## config.mk

```make
export PLATFORM = sky130hd
export DESIGN_NAME = tachometer_rpm_statistics_flat
export DESIGN_NICKNAME = d
export VERILOG_FILES = /design/src/tach_pkg.sv /design/src/tach_intf.sv /design/src/tachometer_rpm_statistics.sv /design/src/tach_div.sv /design/src/tach_seq.sv /design/src/flat_wrapper.sv
export SDC_FILE = /design/constraint.sdc
export NUM_CORES = 1
export LEC_CHECK = 0
export BUFFER_PORTS_ARGS = -buffer_cell sky130_fd_sc_hd__buf_2
export CORE_MARGIN = 1
export CORE_UTILIZATION = 35
export DETAILED_ROUTE_END_ITERATION = 10
export HOLD_SLACK_MARGIN = 0.08
export PLACE_DENSITY_LB_ADDON = 0.25
export SLEW_MARGIN = 20
export SYNTH_ARGS = -nofsm -noshare
export SYNTH_HDL_FRONTEND = slang
export SYNTH_SLANG_ARGS = --single-unit
```

## constraint.sdc

```tcl
create_clock -name i_clk -period 3.2 [get_ports i_clk]
set_clock_uncertainty 0.05 [all_clocks]
set_input_delay 0.48 -clock i_clk [delete_from_list [all_inputs] [get_ports i_clk]]
set_output_delay 0.48 -clock i_clk [all_outputs]
set_load 0.01 [all_outputs]
```

## src/tach_pkg.sv

```systemverilog
// shared types, constants and microcode program of the rpm statistics tachometer
package tach_pkg;

    // statistics widths
    localparam int COUNT_WIDTH = 24;
    localparam int RPM_W       = 16;
    localparam int TOTAL_W     = COUNT_WIDTH + RPM_W;
    localparam int TS_W        = 32;
    localparam int BLADE_W     = 8;
    localparam int DIV_W       = 32;
    localparam int ITER_W      = $clog2(TOTAL_W + 1);
    localparam int UPC_W       = 4;

    localparam logic [RPM_W-1:0]       RPM_NUMERATOR = RPM_W'(60000);
    localparam logic [COUNT_WIDTH-1:0] COUNT_MAX     = {COUNT_WIDTH{1'b1}};
    localparam logic [ITER_W-1:0]      ITER_RPM      = ITER_W'(RPM_W);
    localparam logic [ITER_W-1:0]      ITER_AVG      = ITER_W'(TOTAL_W);
    localparam logic [BLADE_W-1:0]     BLADE_RESET   = BLADE_W'(1);

    // command codes of an input beat
    typedef enum logic [1:0] {
        OP_EDGE   = 2'd0,
        OP_READ   = 2'd1,
        OP_START  = 2'd2,
        OP_UNUSED = 2'd3
    } t_opcode;

    // datapath actions of one microcode step
    typedef enum logic [3:0] {
        ACT_NONE,
        ACT_LOAD_RPM,
        ACT_LOAD_BLADE,
        ACT_LOAD_AVG,
        ACT_DIV_STEP,
        ACT_ACCUM,
        ACT_EDGE_TIME,
        ACT_START,
        ACT_EMIT_AVG,
        ACT_EMIT_ZERO
    } t_act;

    // jump conditions
    typedef enum logic [1:0] {
        CND_NEXT,
        CND_NO_PREV,
        CND_COUNT_ZERO,
        CND_ITER_MORE
    } t_cond;

    typedef enum logic {
        SQ_IDLE,
        SQ_RUN
    } t_seq_state;

    typedef logic [UPC_W-1:0] t_upc;

    typedef struct packed {
        t_act  act;
        t_cond cond;
        t_upc  target;
        logic  last;
    } t_uword;

    // datapath status seen by the sequencer
    typedef struct packed {
        logic have_prev;
        logic count_zero;
        logic out_busy;
    } t_seq_status;

    // sequencer commands to the datapath
    typedef struct packed {
        t_act act;
        logic busy;
    } t_seq_ctrl;

    // divider controls
    typedef struct packed {
        logic load;
        logic step;
    } t_div_ctl;

    // program addresses
    localparam t_upc UA_EDGE   = UPC_W'(0);
    localparam t_upc UA_BLDIV  = UPC_W'(2);
    localparam t_upc UA_BLDIV2 = UPC_W'(4);
    localparam t_upc UA_REC    = UPC_W'(6);
    localparam t_upc UA_READ   = UPC_W'(7);
    localparam t_upc UA_AVGDIV = UPC_W'(9);
    localparam t_upc UA_RZERO  = UPC_W'(11);
    localparam t_upc UA_START  = UPC_W'(12);
    localparam t_upc UA_IGNORE = UPC_W'(13);

    // microcode program
    function automatic t_uword ucode_rom(t_upc pc);
        t_uword w;
        w = '{act: ACT_NONE, cond: CND_NEXT, target: UA_EDGE, last: 1'b1};
        case (pc)
            UPC_W'(0):  w = '{act: ACT_NONE,       cond: CND_NO_PREV,    target: UA_REC,
                              last: 1'b0};
            UPC_W'(1):  w = '{act: ACT_LOAD_RPM,   cond: CND_NEXT,       target: UA_EDGE,
                              last: 1'b0};
            UPC_W'(2):  w = '{act: ACT_DIV_STEP,   cond: CND_ITER_MORE,  target: UA_BLDIV,
                              last: 1'b0};
            UPC_W'(3):  w = '{act: ACT_LOAD_BLADE, cond: CND_NEXT,       target: UA_EDGE,
                              last: 1'b0};
            UPC_W'(4):  w = '{act: ACT_DIV_STEP,   cond: CND_ITER_MORE,  target: UA_BLDIV2,
                              last: 1'b0};
            UPC_W'(5):  w = '{act: ACT_ACCUM,      cond: CND_NEXT,       target: UA_EDGE,
                              last: 1'b0};
            UPC_W'(6):  w = '{act: ACT_EDGE_TIME,  cond: CND_NEXT,       target: UA_EDGE,
                              last: 1'b1};
            UPC_W'(7):  w = '{act: ACT_NONE,       cond: CND_COUNT_ZERO, target: UA_RZERO,
                              last: 1'b0};
            UPC_W'(8):  w = '{act: ACT_LOAD_AVG,   cond: CND_NEXT,       target: UA_EDGE,
                              last: 1'b0};
            UPC_W'(9):  w = '{act: ACT_DIV_STEP,   cond: CND_ITER_MORE,  target: UA_AVGDIV,
                              last: 1'b0};
            UPC_W'(10): w = '{act: ACT_EMIT_AVG,   cond: CND_NEXT,       target: UA_EDGE,
                              last: 1'b1};
            UPC_W'(11): w = '{act: ACT_EMIT_ZERO,  cond: CND_NEXT,       target: UA_EDGE,
                              last: 1'b1};
            UPC_W'(12): w = '{act: ACT_START,      cond: CND_NEXT,       target: UA_EDGE,
                              last: 1'b1};
            default:    w = '{act: ACT_NONE,       cond: CND_NEXT,       target: UA_EDGE,
                              last: 1'b1};
        endcase
        return w;
    endfunction

    // entry point of each command
    function automatic t_upc op_entry(t_opcode op);
        t_upc pc;
        pc = UA_IGNORE;
        case (op)
            OP_EDGE:  pc = UA_EDGE;
            OP_READ:  pc = UA_READ;
            OP_START: pc = UA_START;
            default:  pc = UA_IGNORE;
        endcase
        return pc;
    endfunction

endpackage

```

## src/tach_intf.sv

```systemverilog
// valid/ready channel interfaces for command beats and result beats
interface tach_in_if;
    logic                       valid;
    logic                       ready;
    logic [1:0]                 opcode;
    logic [tach_pkg::TS_W-1:0]  timestamp_ms;

    modport source (output valid, output opcode, output timestamp_ms, input ready);
    modport sink   (input valid, input opcode, input timestamp_ms, output ready);
endinterface

interface tach_out_if;
    logic                        valid;
    logic                        ready;
    logic [tach_pkg::RPM_W-1:0]  average_rpm;
    logic [tach_pkg::RPM_W-1:0]  peak_rpm;

    modport source (output valid, output average_rpm, output peak_rpm, input ready);
    modport sink   (input valid, input average_rpm, input peak_rpm, output ready);
endinterface

```

## src/tachometer_rpm_statistics.sv

```systemverilog
// Period-measuring tachometer: each edge beat turns the time since the previous edge into
// rpm = 60000 / elapsed_ms / blade_count and folds it into a running sum, count and peak;
// a read beat returns the truncated mean and the peak (zeros with no readings) and clears
// them, and a start beat clears them and forgets the previous edge. One command is worked
// at a time by a small microcoded sequencer over a shared serial divider that yields one
// quotient bit per cycle. An edge with a known previous edge runs two 16-step divisions
// and a read with readings one 40-step division; the first edge after reset or start,
// a read with nothing counted, a start and an unused code run no division. Either read
// may also wait for the result register to drain. A finished result sits in an output
// register, so the next command is accepted while it waits.
// Blade count is written through i_cfg_we/i_cfg_wdata; the user must write it only while
// no command is in work, which the block does not enforce; a value of zero acts as one.
module tachometer_rpm_statistics (
    input  logic                           i_clk,
    input  logic                           i_rst_n,
    input  logic                           i_cfg_we,
    input  logic [tach_pkg::BLADE_W-1:0]   i_cfg_wdata,
    tach_in_if.sink                        i_item,
    tach_out_if.source                     o_result
);

    logic [tach_pkg::BLADE_W-1:0]     r_blades;
    logic [tach_pkg::TS_W-1:0]        r_prev;
    logic                             r_have;
    logic [tach_pkg::TS_W-1:0]        r_ts;
    logic [tach_pkg::TOTAL_W-1:0]     r_total;
    logic [tach_pkg::COUNT_WIDTH-1:0] r_count;
    logic [tach_pkg::RPM_W-1:0]       r_peak;
    logic                             r_out_valid;
    logic [tach_pkg::RPM_W-1:0]       r_out_avg;
    logic [tach_pkg::RPM_W-1:0]       r_out_peak;

    tach_pkg::t_seq_status            stat;
    tach_pkg::t_seq_ctrl              ctrl;
    tach_pkg::t_div_ctl               div_ctl;
    logic                             accept;
    logic [tach_pkg::TS_W-1:0]        elapsed;
    logic [tach_pkg::TOTAL_W-1:0]     dividend;
    logic [tach_pkg::DIV_W-1:0]       divisor;
    logic [tach_pkg::TOTAL_W-1:0]     quotient;
    logic [tach_pkg::RPM_W-1:0]       rpm;

    assign accept         = i_item.valid && i_item.ready;
    assign i_item.ready   = !ctrl.busy;
    assign o_result.valid       = r_out_valid;
    assign o_result.average_rpm = r_out_avg;
    assign o_result.peak_rpm    = r_out_peak;

    // status for conditional jumps
    always_comb begin
        stat.have_prev  = r_have;
        stat.count_zero = r_count == '0;
        stat.out_busy   = r_out_valid && !o_result.ready;
    end

    tach_seq u_seq (
        .i_clk    (i_clk),
        .i_rst_n  (i_rst_n),
        .i_start  (accept),
        .i_opcode (i_item.opcode),
        .i_stat   (stat),
        .o_ctrl   (ctrl)
    );

    // divider operand selection
    always_comb begin
        elapsed = r_ts - r_prev;
        rpm     = quotient[tach_pkg::RPM_W-1:0];
        div_ctl.load = (ctrl.act == tach_pkg::ACT_LOAD_RPM) ||
                       (ctrl.act == tach_pkg::ACT_LOAD_BLADE) ||
                       (ctrl.act == tach_pkg::ACT_LOAD_AVG);
        div_ctl.step = ctrl.act == tach_pkg::ACT_DIV_STEP;
        case (ctrl.act)
            tach_pkg::ACT_LOAD_RPM: begin
                dividend = {tach_pkg::RPM_NUMERATOR, {tach_pkg::COUNT_WIDTH{1'b0}}};
                divisor  = (elapsed == '0) ? tach_pkg::DIV_W'(1) : tach_pkg::DIV_W'(elapsed);
            end
            tach_pkg::ACT_LOAD_BLADE: begin
                dividend = {rpm, {tach_pkg::COUNT_WIDTH{1'b0}}};
                divisor  = (r_blades == '0) ? tach_pkg::DIV_W'(1) : tach_pkg::DIV_W'(r_blades);
            end
            default: begin
                dividend = r_total;
                divisor  = tach_pkg::DIV_W'(r_count);
            end
        endcase
    end

    tach_div u_div (
        .i_clk      (i_clk),
        .i_ctl      (div_ctl),
        .i_dividend (dividend),
        .i_divisor  (divisor),
        .o_quotient (quotient)
    );

    // timestamp of the beat in work
    always_ff @(posedge i_clk) begin
        if (accept) begin
            r_ts <= i_item.timestamp_ms;
        end
    end

    // blade count, edge memory and statistics
    always_ff @(posedge i_clk) begin
        if (!i_rst_n) begin
            r_blades <= tach_pkg::BLADE_RESET;
            r_prev   <= '0;
            r_have   <= 1'b0;
            r_total  <= '0;
            r_count  <= '0;
            r_peak   <= '0;
        end else begin
            if (i_cfg_we) begin
                r_blades <= i_cfg_wdata;
            end
            case (ctrl.act)
                tach_pkg::ACT_ACCUM: begin
                    if (r_count != tach_pkg::COUNT_MAX) begin
                        r_count <= r_count + tach_pkg::COUNT_WIDTH'(1);
                        r_total <= r_total + tach_pkg::TOTAL_W'(rpm);
                    end
                    if (r_peak < rpm) begin
                        r_peak <= rpm;
                    end
                end
                tach_pkg::ACT_EDGE_TIME: begin
                    r_prev <= r_ts;
                    r_have <= 1'b1;
                end
                tach_pkg::ACT_START: begin
                    r_prev  <= '0;
                    r_have  <= 1'b0;
                    r_total <= '0;
                    r_count <= '0;
                    r_peak  <= '0;
                end
                tach_pkg::ACT_EMIT_AVG,
                tach_pkg::ACT_EMIT_ZERO: begin
                    r_total <= '0;
                    r_count <= '0;
                    r_peak  <= '0;
                end
                default: begin
                end
            endcase
        end
    end

    // result register
    always_ff @(posedge i_clk) begin
        if (!i_rst_n) begin
            r_out_valid <= 1'b0;
        end else if ((ctrl.act == tach_pkg::ACT_EMIT_AVG) ||
                     (ctrl.act == tach_pkg::ACT_EMIT_ZERO)) begin
            r_out_valid <= 1'b1;
        end else if (o_result.ready) begin
            r_out_valid <= 1'b0;
        end
    end

    always_ff @(posedge i_clk) begin
        if (ctrl.act == tach_pkg::ACT_EMIT_AVG) begin
            r_out_avg  <= rpm;
            r_out_peak <= r_peak;
        end else if (ctrl.act == tach_pkg::ACT_EMIT_ZERO) begin
            r_out_avg  <= '0;
            r_out_peak <= '0;
        end
    end

endmodule

```

## src/tach_div.sv

```systemverilog
// restoring serial divider, one quotient bit per step
module tach_div (
    input  logic                         i_clk,
    input  tach_pkg::t_div_ctl           i_ctl,
    input  logic [tach_pkg::TOTAL_W-1:0] i_dividend,
    input  logic [tach_pkg::DIV_W-1:0]   i_divisor,
    output logic [tach_pkg::TOTAL_W-1:0] o_quotient
);

    logic [tach_pkg::DIV_W-1:0]   r_rem;
    logic [tach_pkg::TOTAL_W-1:0] r_quo;
    logic [tach_pkg::DIV_W-1:0]   r_dvs;
    logic [tach_pkg::DIV_W:0]     rem_sh;
    logic [tach_pkg::DIV_W:0]     rem_sub;
    logic                         fits;

    // shift in the next dividend bit and trial subtract
    always_comb begin
        rem_sh  = {r_rem, r_quo[tach_pkg::TOTAL_W-1]};
        fits    = rem_sh >= {1'b0, r_dvs};
        rem_sub = rem_sh - {1'b0, r_dvs};
    end

    // dividend shifts out at the top while quotient bits enter at the bottom
    always_ff @(posedge i_clk) begin
        if (i_ctl.load) begin
            r_rem <= '0;
            r_quo <= i_dividend;
            r_dvs <= i_divisor;
        end else if (i_ctl.step) begin
            r_rem <= fits ? rem_sub[tach_pkg::DIV_W-1:0] : rem_sh[tach_pkg::DIV_W-1:0];
            r_quo <= {r_quo[tach_pkg::TOTAL_W-2:0], fits};
        end
    end

    assign o_quotient = r_quo;

endmodule

```

## src/tach_seq.sv

```systemverilog
// microcode sequencer: step counter, program rom, iteration counter and jumps
module tach_seq (
    input  logic                  i_clk,
    input  logic                  i_rst_n,
    input  logic                  i_start,
    input  logic [1:0]            i_opcode,
    input  tach_pkg::t_seq_status i_stat,
    output tach_pkg::t_seq_ctrl   o_ctrl
);

    tach_pkg::t_seq_state         r_state, n_state;
    tach_pkg::t_upc               r_pc, n_pc;
    logic [tach_pkg::ITER_W-1:0]  r_iter, n_iter;
    tach_pkg::t_uword             word;
    logic                         stall;
    logic                         jump;

    // current control word and its jump condition
    always_comb begin
        word  = tach_pkg::ucode_rom(r_pc);
        stall = ((word.act == tach_pkg::ACT_EMIT_AVG) ||
                 (word.act == tach_pkg::ACT_EMIT_ZERO)) && i_stat.out_busy;
        case (word.cond)
            tach_pkg::CND_NO_PREV:    jump = !i_stat.have_prev;
            tach_pkg::CND_COUNT_ZERO: jump = i_stat.count_zero;
            tach_pkg::CND_ITER_MORE:  jump = r_iter != tach_pkg::ITER_W'(1);
            default:                  jump = 1'b0;
        endcase
    end

    // next step, iteration count and state
    always_comb begin
        n_state = r_state;
        n_pc    = r_pc;
        n_iter  = r_iter;
        o_ctrl.act  = tach_pkg::ACT_NONE;
        o_ctrl.busy = r_state == tach_pkg::SQ_RUN;
        case (r_state)
            tach_pkg::SQ_IDLE: begin
                if (i_start) begin
                    n_state = tach_pkg::SQ_RUN;
                    n_pc    = tach_pkg::op_entry(tach_pkg::t_opcode'(i_opcode));
                end
            end
            tach_pkg::SQ_RUN: begin
                if (!stall) begin
                    o_ctrl.act = word.act;
                    case (word.act)
                        tach_pkg::ACT_LOAD_RPM,
                        tach_pkg::ACT_LOAD_BLADE: n_iter = tach_pkg::ITER_RPM;
                        tach_pkg::ACT_LOAD_AVG:   n_iter = tach_pkg::ITER_AVG;
                        tach_pkg::ACT_DIV_STEP:   n_iter = r_iter - tach_pkg::ITER_W'(1);
                        default:                  n_iter = r_iter;
                    endcase
                    if (jump) begin
                        n_pc = word.target;
                    end else if (word.last) begin
                        n_state = tach_pkg::SQ_IDLE;
                    end else begin
                        n_pc = r_pc + tach_pkg::UPC_W'(1);
                    end
                end
            end
            default: n_state = tach_pkg::SQ_IDLE;
        endcase
    end

    // sequencer registers
    always_ff @(posedge i_clk) begin
        if (!i_rst_n) begin
            r_state <= tach_pkg::SQ_IDLE;
            r_pc    <= tach_pkg::UA_EDGE;
            r_iter  <= '0;
        end else begin
            r_state <= n_state;
            r_pc    <= n_pc;
            r_iter  <= n_iter;
        end
    end

endmodule

```

## src/flat_wrapper.sv

```systemverilog
// flat-port wrapper written by rule: the top's interface ports become plain ports
module tachometer_rpm_statistics_flat 
  (i_clk, i_rst_n, i_cfg_we, i_cfg_wdata, i_item_valid, i_item_opcode, i_item_timestamp_ms, i_item_ready, o_result_valid, o_result_average_rpm, o_result_peak_rpm, o_result_ready);
  tach_in_if i_item_i ();
  tach_out_if o_result_i ();
  input  logic i_clk;
  input  logic i_rst_n;
  input  logic i_cfg_we;
  input  logic [tach_pkg::BLADE_W-1:0] i_cfg_wdata;
  input wire logic [$bits(i_item_i.valid)-1:0] i_item_valid;
  input wire logic [$bits(i_item_i.opcode)-1:0] i_item_opcode;
  input wire logic [$bits(i_item_i.timestamp_ms)-1:0] i_item_timestamp_ms;
  output wire logic [$bits(i_item_i.ready)-1:0] i_item_ready;
  output wire logic [$bits(o_result_i.valid)-1:0] o_result_valid;
  output wire logic [$bits(o_result_i.average_rpm)-1:0] o_result_average_rpm;
  output wire logic [$bits(o_result_i.peak_rpm)-1:0] o_result_peak_rpm;
  input wire logic [$bits(o_result_i.ready)-1:0] o_result_ready;
  assign i_item_i.valid = i_item_valid;
  assign i_item_i.opcode = i_item_opcode;
  assign i_item_i.timestamp_ms = i_item_timestamp_ms;
  assign i_item_ready = i_item_i.ready;
  assign o_result_valid = o_result_i.valid;
  assign o_result_average_rpm = o_result_i.average_rpm;
  assign o_result_peak_rpm = o_result_i.peak_rpm;
  assign o_result_i.ready = o_result_ready;
  tachometer_rpm_statistics u_core (.i_clk(i_clk), .i_rst_n(i_rst_n), .i_cfg_we(i_cfg_we), .i_cfg_wdata(i_cfg_wdata), .i_item(i_item_i), .o_result(o_result_i));
endmodule
```

### Yosys cells after proc, flatten, opt, wreduce, memory -nomap -nowiden

Memories as Yosys holds them, arrays and structs flattened. A register that Yosys moved wholly into a read port is not among the register bits.
Index checks and enable logic that the tools add are counted.

* output and inout bits: 34
* bits in registers: 301
* ROM bits: 176
* memories: 1

* equal/unequal tests: 27
* reduce and logical (&&, ||, !) cells: 26
* mux-type cells: 37
* order comparisons: 2
* bitwise gates (word level): 2
* $add $sub $neg: 6

Memory list
* (name not given): depth 16, width 11, read ports 1, clocked after Yosys merged registers in 1, write ports 0, line tach_pkg.sv:98 `case (pc)`

Operators by type and width (number)
* 40-bit one-hot mux with 2 select lines: 2
* 32-bit one-hot mux with 2 select lines: 2
* 40-bit two-way mux: 3
* 16-bit two-way mux: 4
* 32-bit two-way mux: 2
* 32-bit subtractor: 2
* 24-bit one-hot mux with 2 select lines: 1
* 40-bit by 16-bit adder with 40-bit output: 1
* 33-bit by 32-bit greater-or-equal comparator with 1-bit output: 1
* 32-bit zero test: 1
* 4-bit two-way mux: 8
* 16-bit one-hot mux with 2 select lines: 1
* 24-bit by 1-bit adder with 24-bit output (second input constant): 1
* 24-bit zero test: 1
* 24-bit two-way mux: 1
* 24-bit inequality test (second input constant): 1
* 4-bit by 3-bit equality test with 1-bit output (second input constant): 5
* 6-bit one-hot mux with 3 select lines: 1
* 4-bit by 2-bit equality test with 1-bit output (second input constant): 4
* 4-bit equality test (second input constant): 4
* 16-bit less-than comparator: 1
* 4-bit one-hot mux with 3 select lines: 1
* 2-bit nonzero test: 5
* 4-bit by 1-bit equality test with 1-bit output (second input constant): 2
* 24 further kinds: 45

### Depth between registers and ports, before layout

Gate-level depths: netlist of run 1.

* word-level depth: 9
* gate-level depth with buffers: 16

### Hierarchy

From an unflattened synthesis of run 1, not the netlist that was laid out.

* cells, all modules: 1992
* area, all modules: 18435.2 sq um

Modules (own cells, without submodules)
* tachometer_rpm_statistics: area each 11015.6 sq um, instances 1, cells each 1256
* tach_div: area each 6010.8 sq um, instances 1, cells each 576
* tach_seq: area each 1408.9 sq um, instances 1, cells each 160

### Worst setup path after synthesis of run 1

No wires, ideal clock.

* path type: input -> register
* start: input port i_item_valid
* end: register, netlist name u_core.u_seq.word[9]
* stages: 8
* path buffers: 0
* library setup time: 0.120 ns
* required time: 3.030 ns
* setup slack: -0.310 ns
* arrival time: 3.340 ns
* cell sequence: nor2b_1 nor2_2 a221oi_1 nand2_1 ha_1 mux2i_1 nand2_1 o31a_1

* cells in the longest elaborated chain, start to end: 5

RTL lines
* start: declaration: line flat_wrapper.sv:10 `input wire logic [$bits(i_item_i.valid)-1:0] i_item_valid;`
* 1-bit logical AND: line tachometer_rpm_statistics.sv:43 `assign accept = i_item.valid && i_item.ready;`
* 2-bit by 1-bit inequality test with 1-bit output (no line)
* 3-bit AND reduction (no line)
* 4-bit two-way mux (no line) (2 in series)

No other way between the ends.
A chain may end at the register's enable or synchronous reset.

### Final worst setup path of run 1

* start: register u_core.r_ts[0] (netlist bit)
* end: register u_core.u_div.r_dvs[0] (netlist bit), data pin

* cells in the longest elaborated chain, start to end: 4

RTL lines
* start: declaration: line tachometer_rpm_statistics.sv:25 `logic [tach_pkg::TS_W-1:0] r_ts;`
* start signal: assignment: line tachometer_rpm_statistics.sv:100 `r_ts <= i_item.timestamp_ms;`
* 32-bit subtractor *: line tachometer_rpm_statistics.sv:67 `elapsed = r_ts - r_prev;`
* 32-bit zero test: line tachometer_rpm_statistics.sv:76 `divisor = (elapsed == '0) ? tach_pkg::DIV_W'(1) : tach_pkg::DIV_W'(elapsed);`
* 32-bit two-way mux *: line tachometer_rpm_statistics.sv:76
* 32-bit one-hot mux with 2 select lines *: line tachometer_rpm_statistics.sv:73 `case (ctrl.act)`
* net u_core.divisor (one bit): line tachometer_rpm_statistics.sv:39 `logic [tach_pkg::DIV_W-1:0] divisor;`
* end signal: assignment: line tach_div.sv:29 `r_dvs <= i_divisor;`
* end: declaration: line tach_div.sv:12 `logic [tach_pkg::DIV_W-1:0] r_dvs;`

The timed path passes the listed nets; every way through them passes the cells marked *.

==> results.toml, run 1 <==
[min_path]
hp-class = "input port to flip-flop"
min_path_cells = 3

[logic_synthesis]
synthesis.nets = 2088
synth_simple_gate_area_share_pct = 18.2
synth_fa_ha_area_share_pct = 7.68
synthMuxAreaShare_pct = 2.90
synth_top_area_cell = "edfxtp_1"
synth-edff-count = 136
ys.flop_type = "dfxtp_1"
yosys.area_share.xor_xnor_pct = 4.79
synth_cells = 1934
async_reset_ff_share_pct = 0
syn_area_um2 = 17700
ys_seq_elements = 311
synth_top_family_by_area = "compound AO/OA/AOI/OAI gates"
synth_compound_area_share_pct = 18.9
ys_warn_count = 0
synth_top_area_share_pct = 23.0
avgSynthCellArea_um2 = 9.17
synth_cell_types = 90
seq_area_frac_synth_pct = 42.8
synth_area_leaders = "edfxtp_1 23%, dfxtp_1 20%, ha_1 7.3%"

[power_and_ir_drop]
p_clk_share_pct = 36.5
combPwrFrac_pct = 20.9
power_switching_mw = 3.18
ir_drop_v = 0.000453
swShare_pct = 29.0
p_int_mw = 7.78
seqPwrFrac_pct = 42.5
p_leak_nw = 8.35
power_per_cell_area_nw_per_um2 = 519

[floorplan]
die-area_um2 = 51600
io_pins = 81
die_w_um = 227
row_count = 82
core_area_um2 = 50100
die_h_um = 227
initial_core_util_pct = 35.4

[worst_setup_path]
crit_path_frequent_cell = "a41oi_1"
path_class = "flip-flop to flip-flop"
timing.critical_path.slowest_stage_cell = "edfxtp_1"
crit_required_ns = 3.52
crit_fanout = 4
cp.arrival_ns = 3.57
cp-end-kind = "flip-flop"
r2r_cells = 15
crit_chain = "inv_2, ha_1, inv_1, fa_2, a211oi_2, o21ai_2, buf_4, nand3_1, o21ai_0, a41oi_1, xor2_1, nand4_1, nor4_1, a41oi_1, o211ai_1"
critPathLaunchType = "flip-flop"
critPathMaxStageDelay_ns = 0.40

[sta]
final-setup-viol-count = 1
tightest_slew_ns = 0.648
setup_ws_ns = -0.0535
whs_ns = 0.135
fmax_mhz = 307
slew_viol_final = 0
finalCritPeriodShare_pct = 102
final.setup.tns_ns = -0.0535
fin_crit_ns = 3.25
rsz0062_at_grt = "true"
slew_headroom_pct = 56.7
hold_viol_final = 0

[cells_and_area]
drive_above_1_share_pct = 14.3
layout_commonest_cell = "dfxtp_1"
nFillCells = 4960
final_cell_mix = "175 x dfxtp_1, 162 x nand2_1, 146 x nor2_1"
nets = 2260
syn_to_final_growth_pct = 19.1
num_antenna_cells = 0

[global_route]
grt_max_degree = 71
grt_pass1_wl_um = 73400
antenna_found_initial = 0
first_global_vias = 14052
track_usage_pct = 17.6
grt_overflow_total = 0

[drt]
routed_wl_um = 46200
drc = 0
num_vias = 14667
via_per_inst = 5.23
drtPass1Iterations = 5
drtIter0Drc = 921
drtAntennaViolNets = 0
avgRoutedWirePerCell_um = 16.5

[outcome]
status = "finished with violations"
violations = "negative setup slack"

[cts]
cts-root-buf = "clkbuf_16"
clk_path_buf_depth = 3
numCtsBuffers = 35
cts_tree = "built"
clk_latency_ns = 0.54
path_clk_slew_ns = 0.06
cts.sinks = 311
htreeDepth = 2

[job]
maxCapViolCount = 0

[placed_design]
portBuffers = 80
gp_congestion = 0.869
dp_hpwl_um = 33200
-- stage by stage --
| step | area [um2] | util (%) | power, mW | setup WS, ns | instances |
|---|---|---|---|---|---|
| CTS | 20900 | 41.7 | 11.0 | -0.0285 | 2794 |
| finish | 21100 | 42.2 | 11.0 | -0.0535 | 2805 |
| floorplan | 17700 | - | 6.24 | 0.0459 | 1934 |
| detailed placement | 19400 | 38.7 | 6.90 | -0.0839 | 2696 |
| global placement | 19400 | 38.7 | 6.85 | -0.0337 | 2696 |
| global route | 21100 | 42.2 | 11.5 | -0.196 | 2805 |
-- final timing paths --
path | end | slack [ns] | startpoint
worst max-delay path | u_core.u_div.r_dvs[0] | -0.05 | u_core.r_ts[0]
worst min-delay path | u_core.r_blades[0] | 0.13 | i_cfg_wdata[0]
worst max register to register | u_core.u_div.r_dvs[0] | -0.05 | u_core.r_ts[0]
worst min register to register | u_core.u_div.r_rem[5] | 0.42 | u_core.u_div.r_rem[5]
-- synth_stat cells, types with 5 or more instances --
master	n
nor2b_1	58
clkbuf_1	70
nand2b_1	8
nor3_1	31
xnor2_1	42
a21oi_1	107
a31oi_1	26
ha_1	104
o21ai_1	32
edfxtp_1	136
o211ai_1	7
nand3_1	73
a211oi_1	13
o21bai_1	7
inv_1	112
a21o_1	44
a22oi_1	44
o31ai_1	5
and2_1	50
nand2_1	163
o21ai_0	112
mux2i_1	48
or3_1	21
a21boi_0	23
buf_2	11
and4_1	6
o21a_1	16
nand4_1	40
nor4_1	8
xor2_1	55
o22ai_1	19
dfxtp_1	175
and3_1	16
nor2_1	150
-- cell families (layout without fill, tap and decap cells) --
logic type	after synthesis	count (layout)
xor+xnor	97	97
flops	311	311
compound gates	514	514
mux	51	51
simple gates	652	652
fa+ha+maj	107	107
buf+inv	202	401
-- timing repair --
item	CTS	global route
pin swaps	6	12
hold buffers	32	0
setup buffers	2	9
setup endpoints to repair	10	49
endpoints found under the hold margin	32	0
gates cloned	0	2
resized for setup	6	23
-- state kept, by name (all words and copies together) (netlist names) --
register,cells
u_core.o_result.average_rpm,16
u_core.r_total,40
u_core.u_div.r_dvs,32
u_core.o_result.peak_rpm,16
u_core.r_have,1
u_core.r_ts,32
u_core.u_seq.r_state,1
u_core.u_seq.r_iter,6
u_core.u_seq.r_pc,4
u_core.r_peak,16
u_core.u_seq.word,10
u_core.o_result.valid,1
u_core.u_div.r_rem,32
u_core.r_count,24
u_core.r_prev,32
u_core.u_div.o_quotient,40
u_core.r_blades,8
-- power by group through the flow --
| stage | Clock [mW] | Combinational, mW | Sequential, mW |
|---|---|---|---|
| CTS | 4.12 | 2.20 | 4.66 |
| detailed placement | 0 | 2.16 | 4.75 |
| global route | 4.28 | 2.54 | 4.70 |
| finish | 4.01 | 2.29 | 4.67 |
| floorplan | 0 | 1.57 | 4.67 |
| global placement | 0 | 2.11 | 4.74 |
-- layout make-up --
type | count | area [um2] | area share [%]
Tap cell | 672 | 841 | 3.98
Multi-Input combinational cell | 1421 | 9490 | 44.9
Timing Repair Buffer | 225 | 1650 | 7.81
Sequential cell | 311 | 7590 | 35.9
Inverter | 112 | 420 | 1.99
Clock inverter | 11 | 131 | 0.622
Clock buffer | 53 | 1010 | 4.76
-- critical path: cells and delay by family, from the launching register on --
kind | cells | cell delay (ns)
buffers and inverters | 3 | 0.28
AND/OR/NAND/NOR | 3 | 0.38
AO/OA/AOI/OAI | 6 | 1.18
adder cells (fa/ha/maj) | 2 | 0.50
flip-flops | 1 | 0.40
XOR/XNOR | 1 | 0.30
-- metal layers --
metal / wire length, um / GRT usage (%) / up-vias / share of wire (%)
met5: 0 / 0 / - / 0
met4: 877 / 4.76 / 0 / 1.9
met3: 1730 / 2.21 / 51 / 3.7
met2: 21500 / 29.1 / 271 / 47
met1: 22000 / 24.1 / 7027 / 48
li1: - / - / 7318 / -
Power figures use the tool's default switching activity.
==> run 2: changes to the inputs <==
--- a/config.mk
+++ b/config.mk
@@ -11,6 +11,7 @@
 export DETAILED_ROUTE_END_ITERATION = 10
 export HOLD_SLACK_MARGIN = 0.08
 export PLACE_DENSITY_LB_ADDON = 0.25
+export RECOVER_POWER = 25
 export SLEW_MARGIN = 20
 export SYNTH_ARGS = -nofsm -noshare
 export SYNTH_HDL_FRONTEND = slang
==> results.toml, run 2 (synthesis results as in run 1) <==
[outcome]
status = "finished with violations"
violations = "max-capacitance violations, max-slew violations, negative setup slack"

[floorplan]
die-area_um2 = 51600
row_count = 82
io_pins = 81
initial_core_util_pct = 35.4
die_w_um = 227
core_area_um2 = 50100
die_h_um = 227

[sta]
setup_ws_ns = -0.0523
hold_viol_final = 0
slew_headroom_pct = -14.6
fin_crit_ns = 3.25
fmax_mhz = 307
tightest_slew_ns = 1.72
rsz0062_at_grt = "true"
finalCritPeriodShare_pct = 102
final-setup-viol-count = 1
slew_viol_final = 33

[placed_design]
gp_congestion = 0.869
post-place-ws_ns = -0.0839
portBuffers = 80
dp_hpwl_um = 33200

[worst_setup_path]
crit_fanout = 4
cp-end-kind = "flip-flop"
crit_start = "u_core.r_ts[0]"
endpoint = "u_core.u_div.r_dvs[0]"
r2r_cells = 15
reg2reg_slack_ns = -0.05
critPathLaunchType = "flip-flop"
rr_startpoint = "u_core.r_ts[0]"
cp.arrival_ns = 3.57
path_class = "flip-flop to flip-flop"
r2r_end = "u_core.u_div.r_dvs[0]"
crit_required_ns = 3.52

[cts]
cts_tree = "built"
numCtsBuffers = 35
clk_latency_ns = 0.54
path_clk_slew_ns = 0.06
cts.sinks = 311
clk_path_buf_depth = 3
htreeDepth = 2
cts-root-buf = "clkbuf_16"

[drt]
avgRoutedWirePerCell_um = 16.5
via_per_inst = 5.23
drc = 0
drtIter0Drc = 959
num_vias = 14658
routed_wl_um = 46300
drtAntennaViolNets = 0
drtPass1Iterations = 5

[cells_and_area]
layout_commonest_cell = "dfxtp_1"
nets = 2260
final_cell_mix = "175 x dfxtp_1, 162 x nand2_1, 146 x nor2_1"
drive_above_1_share_pct = 12.4
syn_to_final_growth_pct = 18.7
num_antenna_cells = 0

[global_route]
grt_max_degree = 71
antenna_found_initial = 0
grt_pass1_wl_um = 73400
grt_overflow_total = 0
first_global_vias = 14052
track_usage_pct = 17.6

[power_and_ir_drop]
ir_drop_v = 0.000453
power_per_cell_area_nw_per_um2 = 521
power.total_mw = 11.0
p_leak_nw = 8.28

[min_path]
hp-class = "input port to flip-flop"

[job]
maxCapViolCount = 1
## run 2: power breakdown
| part | total (mW) | internal (mW) | switching (mW) |
|---|---|---|---|
| Sequential | 4.66 | 4.46 | 0.201 |
| Clock | 4.01 | 2.35 | 1.66 |
| Combinational | 2.29 | 0.960 | 1.33 |
## run 2: metal layers
metal	track usage, %	vias to the layer above	wire [um]
li1	-	7320	-
met1	24.1	7025	22200
met2	29.1	263	21500
met3	2.21	50	1710
met4	4.76	0	880
met5	0	-	0
## run 2: repair_timing
item / in CTS / in global routing
pin swaps: 6 / 12
hold buffers: 32 / 0
setup endpoints to repair: 10 / 49
buffers inserted: 2 / 9
hold endpoints to repair: 32 / 0
gates cloned: 0 / 2
gates resized for setup: 6 / 23
## run 2: layout make-up
cell class | count | area, um2
clock buffer | 53 | 1010
clock inverter | 11 | 131
fill | 4986 | 29000
inverter | 112 | 420
multi-input combinational | 1421 | 9470
sequential | 311 | 7590
tap | 672 | 841
timing repair buffer | 225 | 1590
## run 2: worst min path at each step
| stage | to | cells past startpoint | start | slack [ns] |
|---|---|---|---|---|
| floorplan | u_core.r_blades[0] | 2 | u_core.r_blades[0] | 0.39 |
| global placement | u_core.u_div.r_rem[28] | 2 | u_core.u_div.r_rem[28] | 0.41 |
| detailed placement | u_core.u_div.r_rem[4] | 2 | u_core.u_div.r_rem[4] | 0.41 |
| CTS | u_core.r_blades[0] | 3 | i_cfg_wdata[0] | 0.10 |
| global route | u_core.r_blades[0] | 3 | i_cfg_wdata[0] | 0.12 |
| finish | u_core.r_blades[0] | 3 | i_cfg_wdata[0] | 0.13 |
## run 2: stage by stage
stage	hold slack, ns	TNS, ns	std cells	instance area, um2	util [%]
after global placement	0.411	-0.0337	2696	19400	38.7
after floorplan	0.386	0	1934	17700	-
after CTS	0.103	-0.0285	2794	20900	41.7
final	0.132	-0.0523	2805	21000	42.0
after detailed placement	0.414	-0.352	2696	19400	38.7
after global routing	0.124	-0.630	2805	21000	42.0
## run 2: critical path: stages (launching register included)
cell and delay [ns]:
edfxtp_1 0.40, inv_2 0.08, ha_1 0.14, inv_1 0.05, fa_2 0.36, a211oi_2 0.21
o21ai_2 0.12, buf_4 0.15, nand3_1 0.05, o21ai_0 0.21, a41oi_1 0.31, xor2_1 0.30
nand4_1 0.14, nor4_1 0.19, a41oi_1 0.15, o211ai_1 0.18
==> run 3: changes to the inputs <==
--- a/config.mk
+++ b/config.mk
@@ -5,6 +5,7 @@
 export SDC_FILE = /design/constraint.sdc
 export NUM_CORES = 1
 export LEC_CHECK = 0
+export ABC_AREA = 1
 export BUFFER_PORTS_ARGS = -buffer_cell sky130_fd_sc_hd__buf_2
 export CORE_MARGIN = 1
 export CORE_UTILIZATION = 35
==> results.toml, run 3 <==
[outcome]
status = "finished with violations"
violations = "max-capacitance violations, max-slew violations"

[floorplan]
die_w_um = 236
die-area_um2 = 55700
row_count = 85
io_pins = 81
core_area_um2 = 53900
initial_core_util_pct = 35.5
die_h_um = 236

[cts]
cts_tree = "built"
path_clk_slew_ns = 0.06
clk_latency_ns = 0.57
htreeDepth = 2
cts-root-buf = "clkbuf_16"
numCtsBuffers = 38
cts_setup_buffers = 0
clk_path_buf_depth = 3
cts.sinks = 311

[drt]
drtPass1Iterations = 6
via_per_inst = 5.02
num_vias = 17656
drc = 0
avgRoutedWirePerCell_um = 16.1
drtAntennaViolNets = 0
routed_wl_um = 56600
drtIter0Drc = 1381

[min_path]
min_from = "i_cfg_wdata[3]"
hp-class = "input port to flip-flop"
min_path_cells = 3
whs_endpoint = "u_core.r_blades[3]"

[placed_design]
dp.cells = 3414
portBuffers = 80
gp_congestion = 0.936
dp_hpwl_um = 43200

[cells_and_area]
utilization_pct = 40.8
drive_above_1_share_pct = 6.80
num_antenna_cells = 0
syn_to_final_growth_pct = 14.9
stdcell_count = 3520
layout_commonest_cell = "nand2_1"
nets = 2950
final_cell_mix = "712 x nand2_1, 380 x inv_1, 257 x nor2_1"

[logic_synthesis]
avgSynthCellArea_um2 = 7.17
synth_most_common_cell = "nand2_1"
synth_top_area_cell = "edfxtp_1"
synth_cells = 2669
synth_cell_types = 56
ys_warn_count = 0
synth_area_leaders = "edfxtp_1 21%, dfxtp_1 18%, nand2_1 14%"
seq_area_frac_synth_pct = 39.6
synth_common_cells = "711 x nand2_1, 381 x inv_1, 260 x nor2_1, 214 x a21oi_1, 197 x nand3_1"
ys_seq_elements = 311
synthesis.nets = 2823
synth-edff-count = 136
ys.flop_type = "dfxtp_1"
syn_area_um2 = 19100
synth_top_area_share_pct = 21.3
async_reset_ff_share_pct = 0

[sta]
finalCritPeriodShare_pct = 89.5
tightest_slew_ns = 1.89
final-setup-viol-count = 0
slew_headroom_pct = -26.0
slew_viol_final = 66
hold_viol_final = 0
fmax_mhz = 349
fin_crit_ns = 2.86
final.setup.tns_ns = 0
rsz0062_at_grt = "false"

[global_route]
antenna_found_initial = 0
track_usage_pct = 20.2
grt_overflow_total = 0
grt_pass1_wl_um = 90800
first_global_vias = 16794
grt_max_degree = 56

[worst_setup_path]
cp-end-kind = "flip-flop"
crit_chain = "clkinv_1, ha_1, nand2_1, nor2_1, nand3_1, nand2_1, o21ai_2, inv_1, o21ai_0, nand2_1, inv_1, ha_1, nor2_1, o21ai_0"
rr_startpoint = "u_core.r_count[0]"
critPathLaunchType = "flip-flop"
crit_fanout = 8
path_class = "flip-flop to flip-flop"
crit_required_ns = 3.59
timing.critical_path.slowest_stage_cell = "dfxtp_1"
r2r_end = "u_core.u_seq.word[6]"
reg2reg_slack_ns = 0.34
crit_path_frequent_cell = "nand2_1"
r2r_cells = 14
cp.arrival_ns = 3.25
critPathMaxStageDelay_ns = 0.33

[power_and_ir_drop]
ir_drop_v = 0.000421
power_per_cell_area_nw_per_um2 = 596
p_leak_nw = 9.44

[job]
maxCapViolCount = 2
## run 3: cell count changes in the layout (fill, tap and decap cells not counted), moves of 27 or more
cell	change
inv_1	+271
buf_4	-75
nor2_1	+111
nand3_1	+123
nor2b_1	-57
a21oi_1	+109
a22oi_1	-41
nand2_1	+550
a21o_1	-39
and2_1	-49
mux2i_1	-48
xor2_1	-27
## run 3: worst max-delay path: cells and delay by family (launching register included)
kind | cells | cell delay (ns)
AOI/OAI and AO/OA | 3 | 0.60
buffers and inverters | 3 | 0.49
and+or+nand+nor | 6 | 0.69
adders and majority gates | 2 | 0.58
DFF | 1 | 0.33
## run 3: power breakdown
part / internal (mW) / switching, mW / leakage, nW
sequential: 4.61 / 0.263 / 2.75
combinational: 1.31 / 2.48 / 6.08
clock: 2.64 / 1.80 / 0.609
## run 3: metal layers
metal	vias to the layer above	share of wire, %	global-route usage, %
li1	8974	-	-
met1	8205	50	29.8
met2	429	43	31.2
met3	48	5.4	2.82
met4	0	1.3	3.96
met5	-	0	0
## run 3: logic make-up after synthesis
group / synth area share, %
xor+xnor: 2.52
buf+inv: 9.51
flops: 39.6
compound gates: 12.6
simple gates: 28.6
fa+ha+maj: 7.11
## run 3: how the worst max path moves through the flow
stage	startpoint	to	slack (ns)	cells past startpoint
after floorplan	o_result_ready	u_core.u_div.o_quotient[10]	0.37	7
after global placement	u_core.r_ts[0]	u_core.u_div.r_dvs[0]	0.27	20
after detailed placement	u_core.r_ts[0]	u_core.u_div.r_dvs[0]	0.32	20
after CTS	u_core.r_ts[0]	u_core.u_div.r_dvs[0]	0.31	20
after global routing	u_core.r_ts[0]	u_core.u_div.r_dvs[0]	0.05	20
final	u_core.r_count[0]	u_core.u_seq.word[6]	0.34	14
## run 3: what timing repair did
action	4_1_cts	5_1_grt
endpoints found under the hold margin	38	0
resized for setup	0	1
hold buffers	38	0
endpoints found under the setup margin	0	1
## run 3: metrics by stage
| step | instance area, um2 | total power [mW] | hold slack (ns) | setup slack [ns] |
|---|---|---|---|---|
| finish | 22000 | 13.1 | 0.223 | 0.337 |
| global route | 22000 | 13.9 | 0.205 | 0.0484 |
| CTS | 22100 | 13.2 | 0.143 | 0.307 |
| detailed placement | 20400 | 8.67 | 0.403 | 0.315 |
| global placement | 20400 | 8.66 | 0.399 | 0.269 |
| floorplan | 19100 | 7.63 | 0.374 | 0.373 |
## run 3: layout make-up
class	instances	area [um2]
clock buffer	47	995
clock inverter	21	283
fill	5586	31900
inverter	401	1510
multi-input combinational	1894	9750
sequential	311	7590
tap	696	871
timing repair buffer	150	1010
